<file path="config.mk">
export PLATFORM = sky130hd
export DESIGN_NAME = multilevel_feedback_queue_scheduler_top
export DESIGN_NICKNAME = d
export VERILOG_FILES = /design/src/mlfq_pkg.sv /design/src/multilevel_feedback_queue_scheduler_top.sv
export SDC_FILE = /design/constraint.sdc
export NUM_CORES = 1
export LEC_CHECK = 0
export BUFFER_PORTS_ARGS = -buffer_cell sky130_fd_sc_hd__buf_2
export CAP_MARGIN = 0
export CORE_ASPECT_RATIO = 1.4
export CORE_MARGIN = 10
export CORE_UTILIZATION = 32
export CTS_CLUSTER_DIAMETER = 150
export DETAILED_ROUTE_END_ITERATION = 10
export SYNTH_ARGS = -nofsm -noshare
export SYNTH_HDL_FRONTEND = slang
export SYNTH_SLANG_ARGS = --single-unit
</file>
<file path="constraint.sdc">
create_clock -name clk -period 4.1 [get_ports clk]
set_clock_uncertainty 0.2 [all_clocks]
set_input_delay 0.41 -clock clk [delete_from_list [all_inputs] [get_ports clk]]
set_output_delay 0.41 -clock clk [all_outputs]
set_load 0.02 [all_outputs]
</file>
<file path="src/mlfq_pkg.sv">
`timescale 1ns / 1ps
// ----------------------------------------------------------------------------
// mlfq_pkg
// Shared sizes, codes and reset values of the multilevel feedback queue
// scheduler.
// ----------------------------------------------------------------------------
package mlfq_pkg;

  localparam int unsigned NUM_TASKS   = 32;
  localparam int unsigned TOP_LEVEL   = 3;
  localparam int unsigned NUM_LEVELS  = TOP_LEVEL + 1;
  localparam int unsigned TID_W       = $clog2(NUM_TASKS);
  localparam int unsigned LVL_W       = $clog2(NUM_LEVELS);
  localparam int unsigned TIME_W      = 32;
  localparam int unsigned INTERVAL_W  = 20;
  localparam int unsigned BOOST_RESET = 2000;

  localparam logic CMD_ADD   = 1'b0;
  localparam logic CMD_SCHED = 1'b1;

  typedef logic [TID_W-1:0] tid_t;
  typedef logic [LVL_W-1:0] lvl_t;

endpackage

</file>
<file path="src/multilevel_feedback_queue_scheduler_top.sv">
`timescale 1ns / 1ps
// ----------------------------------------------------------------------------
// multilevel_feedback_queue_scheduler_top
// Per-level task FIFOs as linked lists in a link memory, task levels in a
// level memory, with periodic boost of all queued tasks to the top level.
// ----------------------------------------------------------------------------
// Channel   Ports                    Transfer
// input     start/busy, in_*         start high while busy low
// result    out_valid, out_*         one cycle strobe, cannot be stalled
// config    cfg_we, cfg_wdata        cfg_we high at a rising edge
//
// An add passes ST_ALVL and ST_PUT. A schedule passes ST_PICK, ST_TAKE and,
// if the current task is re-queued, ST_PUT; in a boost, ST_BOOST splices the
// lower lists onto the top list; the link memory port is used once per cycle.
// Synchronous reset empties all lists and re-arms the deadline to 2000.
// busy is high while an item is in work; results are never held.
// ----------------------------------------------------------------------------
module multilevel_feedback_queue_scheduler_top (
  input  logic                         clk,
  input  logic                         rst_n,
  input  logic                         start,
  output logic                         busy,
  input  logic                         in_command,
  input  mlfq_pkg::tid_t               in_task_id,
  input  logic                         in_set_level,
  input  mlfq_pkg::lvl_t               in_level_in,
  input  logic                         in_current_is_idle,
  input  logic                         in_current_running,
  input  logic                         in_slice_exhausted,
  input  logic [mlfq_pkg::TIME_W-1:0]  in_now_ms,
  output logic                         out_valid,
  output mlfq_pkg::tid_t               out_chosen_task,
  output logic                         out_next_is_idle,
  output logic                         out_do_switch,
  output logic                         out_reload_slice,
  output mlfq_pkg::lvl_t               out_current_level,
  output logic                         out_boosted,
  input  logic                         cfg_we,
  input  logic [mlfq_pkg::INTERVAL_W-1:0] cfg_wdata
);
  import mlfq_pkg::*;

  localparam logic [2:0] ST_IDLE  = 3'd0;
  localparam logic [2:0] ST_ALVL  = 3'd1;
  localparam logic [2:0] ST_BOOST = 3'd2;
  localparam logic [2:0] ST_PICK  = 3'd3;
  localparam logic [2:0] ST_TAKE  = 3'd4;
  localparam logic [2:0] ST_PUT   = 3'd5;

  localparam lvl_t TOP = lvl_t'(TOP_LEVEL);

  logic [2:0] state_r, state_nxt;

  // memories
  tid_t link_mem [NUM_TASKS];
  lvl_t lvl_mem  [NUM_TASKS];
  tid_t link_rd_r;
  lvl_t lvl_rd_r;
  logic link_we;
  tid_t link_wa, link_wd, link_ra;
  logic lvl_we;
  tid_t lvl_wa, lvl_ra;
  lvl_t lvl_wd;

  // list heads in flops
  tid_t head_r [NUM_LEVELS];
  tid_t tail_r [NUM_LEVELS];
  tid_t head_nxt [NUM_LEVELS];
  tid_t tail_nxt [NUM_LEVELS];
  logic [NUM_LEVELS-1:0] nonempty_r, nonempty_nxt;
  logic [NUM_TASKS-1:0]  queued_r, queued_nxt;
  logic [NUM_TASKS-1:0]  topflag_r, topflag_nxt;

  logic [INTERVAL_W-1:0] interval_r;
  logic [TIME_W-1:0]     deadline_r, deadline_nxt;

  // latched item
  logic cmd_r, set_r, idle_r, run_r, exh_r;
  tid_t tid_r;
  lvl_t lin_r;

  lvl_t cnt_r, cnt_nxt;
  lvl_t pick_r, pick_nxt;
  logic any_r, any_nxt;
  lvl_t put_lvl_r, put_lvl_nxt;
  logic boosted_r, boosted_nxt;

  tid_t next_r, next_nxt;
  logic sw_r, sw_nxt, reload_r, reload_nxt;
  lvl_t cur_r, cur_nxt;

  logic emit;
  logic accept;
  lvl_t cl, nl;

  assign accept = start && (state_r == ST_IDLE);
  assign busy   = (state_r != ST_IDLE);

  always_comb begin
    state_nxt    = state_r;
    head_nxt     = head_r;
    tail_nxt     = tail_r;
    nonempty_nxt = nonempty_r;
    queued_nxt   = queued_r;
    topflag_nxt  = topflag_r;
    deadline_nxt = deadline_r;
    cnt_nxt      = cnt_r;
    pick_nxt     = pick_r;
    any_nxt      = any_r;
    put_lvl_nxt  = put_lvl_r;
    boosted_nxt  = boosted_r;
    next_nxt     = next_r;
    sw_nxt       = sw_r;
    reload_nxt   = reload_r;
    cur_nxt      = cur_r;
    emit         = 1'b0;
    link_we      = 1'b0;
    link_wa      = '0;
    link_wd      = '0;
    link_ra      = head_r[pick_nxt];
    lvl_we       = 1'b0;
    lvl_wa       = tid_r;
    lvl_wd       = '0;
    lvl_ra       = tid_r;
    cl           = '0;
    nl           = '0;

    unique case (state_r)
      ST_IDLE: begin
        lvl_ra = in_task_id;
        if (accept) begin
          boosted_nxt = 1'b0;
          if (in_command == CMD_ADD) begin
            if (in_set_level) begin
              lvl_we = 1'b1;
              lvl_wa = in_task_id;
              lvl_wd = in_level_in;
              topflag_nxt[in_task_id] = 1'b0;
            end
            state_nxt = ST_ALVL;
          end else if (in_now_ms >= deadline_r) begin
            // raise every queued task, then splice lists level by level
            topflag_nxt  = topflag_r | queued_r;
            deadline_nxt = in_now_ms + TIME_W'(interval_r);
            boosted_nxt  = 1'b1;
            cnt_nxt      = TOP - lvl_t'(1);
            state_nxt    = ST_BOOST;
          end else begin
            state_nxt = ST_PICK;
          end
        end
      end

      ST_ALVL: begin
        if (set_r)          put_lvl_nxt = lin_r;
        else if (topflag_r[tid_r]) put_lvl_nxt = TOP;
        else                put_lvl_nxt = lvl_rd_r;
        state_nxt = ST_PUT;
      end

      ST_BOOST: begin
        if (nonempty_r[cnt_r]) begin
          if (nonempty_r[TOP]) begin
            link_we = 1'b1;
            link_wa = tail_r[TOP];
            link_wd = head_r[cnt_r];
          end else begin
            head_nxt[TOP] = head_r[cnt_r];
          end
          tail_nxt[TOP]       = tail_r[cnt_r];
          nonempty_nxt[TOP]   = 1'b1;
          nonempty_nxt[cnt_r] = 1'b0;
        end
        if (cnt_r == '0) state_nxt = ST_PICK;
        else             cnt_nxt   = cnt_r - lvl_t'(1);
      end

      ST_PICK: begin
        any_nxt  = 1'b0;
        pick_nxt = '0;
        for (int i = 0; i < NUM_LEVELS; i++) begin
          if (nonempty_r[i]) begin
            any_nxt  = 1'b1;
            pick_nxt = lvl_t'(i);
          end
        end
        link_ra   = head_r[pick_nxt];
        state_nxt = ST_TAKE;
      end

      ST_TAKE: begin
        next_nxt = '0;
        if (any_r) begin
          next_nxt = head_r[pick_r];
          queued_nxt[head_r[pick_r]] = 1'b0;
          if (head_r[pick_r] == tail_r[pick_r]) nonempty_nxt[pick_r] = 1'b0;
          else                                  head_nxt[pick_r] = link_rd_r;
        end
        sw_nxt     = any_r || !idle_r;
        reload_nxt = 1'b0;
        cur_nxt    = '0;
        state_nxt  = ST_IDLE;
        if (sw_nxt && !idle_r) begin
          cl = topflag_r[tid_r] ? TOP : lvl_rd_r;
          nl = cl;
          if (cl == '0) begin
            reload_nxt = 1'b1;
          end else if (exh_r) begin
            reload_nxt = 1'b1;
            nl = cl - lvl_t'(1);
          end
          cur_nxt = nl;
          lvl_we  = 1'b1;
          lvl_wd  = nl;
          topflag_nxt[tid_r] = 1'b0;
          if (run_r) begin
            put_lvl_nxt = nl;
            state_nxt   = ST_PUT;
          end
        end
        if (state_nxt == ST_IDLE) emit = 1'b1;
      end

      ST_PUT: begin
        if (!queued_r[tid_r]) begin
          if (nonempty_r[put_lvl_r]) begin
            link_we = 1'b1;
            link_wa = tail_r[put_lvl_r];
            link_wd = tid_r;
          end else begin
            head_nxt[put_lvl_r] = tid_r;
          end
          tail_nxt[put_lvl_r]     = tid_r;
          nonempty_nxt[put_lvl_r] = 1'b1;
          queued_nxt[tid_r]       = 1'b1;
        end
        emit      = (cmd_r == CMD_SCHED);
        state_nxt = ST_IDLE;
      end

      default: state_nxt = ST_IDLE;
    endcase
  end

  // memories: write then registered read
  always_ff @(posedge clk) begin
    if (link_we) link_mem[link_wa] <= link_wd;
    link_rd_r <= link_mem[link_ra];
    if (lvl_we) lvl_mem[lvl_wa] <= lvl_wd;
    lvl_rd_r <= lvl_mem[lvl_ra];
  end

  // payload registers
  always_ff @(posedge clk) begin
    head_r    <= head_nxt;
    tail_r    <= tail_nxt;
    cnt_r     <= cnt_nxt;
    pick_r    <= pick_nxt;
    any_r     <= any_nxt;
    put_lvl_r <= put_lvl_nxt;
    boosted_r <= boosted_nxt;
    next_r    <= next_nxt;
    sw_r      <= sw_nxt;
    reload_r  <= reload_nxt;
    cur_r     <= cur_nxt;
    if (accept) begin
      cmd_r  <= in_command;
      tid_r  <= in_task_id;
      set_r  <= in_set_level;
      lin_r  <= in_level_in;
      idle_r <= in_current_is_idle;
      run_r  <= in_current_running;
      exh_r  <= in_slice_exhausted;
    end
    if (emit) begin
      out_chosen_task   <= next_nxt;
      out_next_is_idle  <= !any_r;
      out_do_switch     <= sw_nxt;
      out_reload_slice  <= reload_nxt;
      out_current_level <= cur_nxt;
      out_boosted       <= boosted_r;
    end
  end

  // control registers
  always_ff @(posedge clk) begin
    if (!rst_n) begin
      state_r    <= ST_IDLE;
      nonempty_r <= '0;
      queued_r   <= '0;
      topflag_r  <= '0;
      interval_r <= INTERVAL_W'(BOOST_RESET);
      deadline_r <= TIME_W'(BOOST_RESET);
      out_valid  <= 1'b0;
    end else begin
      state_r    <= state_nxt;
      nonempty_r <= nonempty_nxt;
      queued_r   <= queued_nxt;
      topflag_r  <= topflag_nxt;
      deadline_r <= deadline_nxt;
      out_valid  <= emit;
      if (cfg_we) interval_r <= cfg_wdata;
    end
  end

endmodule

</file>
==> flow_metrics.tcl <==
set metrics [dict create \
    drive_gt1_share_pct 19.17 \
    path_max_fanout 15 \
    ios 81 \
    drc 0 \
    dr.max_layer_used "met4" \
    async_reset_ff_share_pct 0 \
    setup_tns_ns 0 \
    cts-buffers-inserted 44 \
    wl_per_cell_um 20.99 \
    antenna_found_initial 0 \
    min_period_ns 3.792 \
    place_congestion 0.9460 \
    synthCells 1799 \
    wl_met2_um 31440 \
    grt_max_degree 61 \
    grt_usage_pct 15.11 \
    cts.sink_count 435 \
    wl_met3_um 3386 \
    synth_ff_type "edfxtp_1" \
    required_ns 4.11 \
    overflow 0 \
    slew_headroom_pct 19.25 \
    wl_met1_um 22190 \
    ctsHtreeMaxLevel 2 \
    end_kind "flop" \
    setup.worst_path.start "tid_r[0]" \
    root_buffer "clkbuf_16" \
    via_count 15400 \
    ys_ff_latch 435 \
    cellPowerDensity_nw_per_um2 430.0 \
    drt_iter0_drc 1219 \
    vias_per_cell 5.420 \
    io_buffer_count 80 \
    leakagePower_nw 9.468 \
    hp-start "in_now_ms[0]" \
    grt_pass1_vias 16050 \
    yosysWarnings 0 \
    clk_pin_slew_ns 0.07 \
    worst_path_largest_cell_delay_ns 0.42 \
    critPathArrivalTime_ns 3.80 \
    dpl.cell_count 2717 \
    fin_crit_sh_pct 92.48 \
    crit_top_cell "buf_4" \
    final_core_util_pct 37.92 \
    syn-cell-area_um2 21470 \
    finalSetupViolations 0 \
    hp-class "in -> reg" \
    layout_common_cells "edfxtp_1 (295), nor2_1 (181), nand2_1 (147)" \
    die_area_um2 78010 \
    start_kind "flop" \
    ant_nets 0 \
    cap_violations 0 \
    hold_violations 0 \
    rsz0062_at_grt "no" \
    synth_cell_types 74 \
    row_count 112 \
    clock_latency_ns 0.60 \
    coreArea_um2 66560 \
    drt-total-wl_um 59650 \
    first_pass_iters 5 \
    layout_commonest_cell "edfxtp_1" \
    cts_tree "built" \
    crit_slowest_cell "o31ai_4" \
    areaGrowthSynthToFinish_pct 17.56 \
    cts_buffer_depth 3 \
    syn_nets 1925 \
    seq_area_frac_synth_pct 54.30 \
    finalMaxSlewViolations 0 \
    grt_pass1_wl_um 93240 \
    crit_chain "buf_4, buf_4, nand2_1, nor4b_1, buf_4, a211oi_1, nand3_4, o31ai_4, a22oi_1, buf_4, nor2b_1, nand2_1, nor2_1" \
    start_util_pct 32.26 \
    synth.avg_cell_area_um2 11.94 \
    max-vdd-ir-drop_mv 0.3667 \
    stdcell_count 2842 \
    num_antenna_cells 0 \
    die_x_um 238.9 \
    fmaxAchievable_mhz 263.7 \
    r2r-start "tid_r[0]" \
    final_nets 2077 \
    tightest_slew_ns 1.211 \
    synth_edf_count 295 \
    path_class "reg -> reg" \
    status "finished clean" \
    die_y_um 326.5 \
    dp_hpwl_um 43150 \
]
what timing repair did:
action                     4_1_cts  5_1_grt
hold buffers                    41        0
hold endpoints to repair        41        0
setup endpoints to repair        0      130
setup buffers                    0        2
gates resized for setup          0        4
final cells by class:
class                           count  area (um^2)
Timing Repair Buffer              203         1451
Clock buffer                       53         1186
Fill cell                        6336        41320
Clock inverter                     29        452.9
Multi-Input combinational cell   1209         9205
Sequential cell                   435        11660
Inverter                           58        217.7
Tap cell                          855         1070
report_power, final:
| part | internal, mW | total (mW) | switching, mW | leakage, nW |
|---|---|---|---|---|
| Sequential | 4.82 | 4.93 | 0.104 | 4.26 |
| Clock | 2.77 | 4.51 | 1.74 | 0.810 |
| Combinational | 0.576 | 1.42 | 0.841 | 4.40 |
metal layers:
layer,global-route usage [%],vias up
met5,0,-
met4,6.670,0
met3,2.663,157
met2,28.12,557
met1,16.34,7567
li1,-,7122
synthesized netlist by cell type, types with 14 or more instances:
| cell type | instances | area [um^2] |
|---|---|---|
| edfxtp_1 | 295 | 8859 |
| nor2_1 | 183 | 686.9 |
| nand2_1 | 147 | 551.8 |
| dfxtp_1 | 140 | 2803 |
| mux2i_1 | 108 | 1081 |
| o21ai_0 | 97 | 485.5 |
| a21oi_1 | 96 | 480.5 |
| clkbuf_1 | 59 | 221.5 |
| ha_1 | 57 | 713.2 |
| mux4_2 | 57 | 1284 |
| inv_1 | 55 | 206.5 |
| a22o_1 | 45 | 394.1 |
| o221a_2 | 32 | 360.4 |
| nor2b_1 | 29 | 181.4 |
| a211oi_1 | 27 | 202.7 |
| a21o_1 | 26 | 195.2 |
| nand2b_1 | 25 | 156.4 |
| nor3_1 | 24 | 120.1 |
| mux2_2 | 23 | 259.0 |
| xnor2_1 | 22 | 192.7 |
| a22oi_1 | 16 | 120.1 |
| nand3_1 | 16 | 80.08 |
| buf_1 | 14 | 52.55 |
worst paths after layout:
check              endpoint  slack (ns)  depth (start not counted)
max          link_mem[2][2]        0.31                         13
min reg2reg     out_boosted        0.24                          0
min           deadline_r[0]        0.03                          4
max reg2reg  link_mem[2][2]        0.31                         13
stage by stage:
step / area (um^2) / setup slack (ns) / hold slack (ns) / total power, mW
floorplan: 21470 / 0.5627 / 0.2003 / 5.934
global placement: 23170 / 0.08618 / 0.2163 / 6.369
detailed placement: 23170 / 0.04896 / 0.2414 / 6.398
CTS: 25220 / 0.1197 / 0.007506 / 10.94
global route: 25240 / 0.07361 / 0.06187 / 11.26
finish: 25240 / 0.3085 / 0.02727 / 10.85
registers in the layout (all words and copies together), names as in the netlist, 2 cells and up:
register / count
link_mem: 160
lvl_mem: 64
deadline_r: 32
queued_r: 32
topflag_r: 32
head_r: 20
interval_r: 20
tail_r: 20
link_rd_r: 5
next_r: 5
out_chosen_task: 5
tid_r: 5
nonempty_r: 4
state_r: 3
cnt_r: 2
cur_r: 2
lin_r: 2
lvl_rd_r: 2
out_current_level: 2
pick_r: 2
put_lvl_r: 2
cell families (layout without fill, tap and decap cells):
family / after synthesis / after routing / synth area share [%]
AO/OA/AOI/OAI: 424 / 424 / 13.68
XOR/XNOR: 34 / 34 / 1.387
AND/OR/NAND/NOR: 493 / 493 / 10.56
adder cells (fa/ha/maj): 58 / 58 / 3.414
flip-flops: 435 / 435 / 54.30
multiplexers: 200 / 200 / 13.63
buffers and inverters: 155 / 343 / 3.030
worst max-delay path, delay by kind of cell (launching register included):
| family | cells | cell delay (ns) |
|---|---|---|
| buffers and inverters | 4 | 0.76 |
| AND/OR/NAND/NOR | 6 | 1.16 |
| flip-flops | 1 | 0.39 |
| AO/OA/AOI/OAI | 3 | 0.89 |
Power figures use the tool's default switching activity.
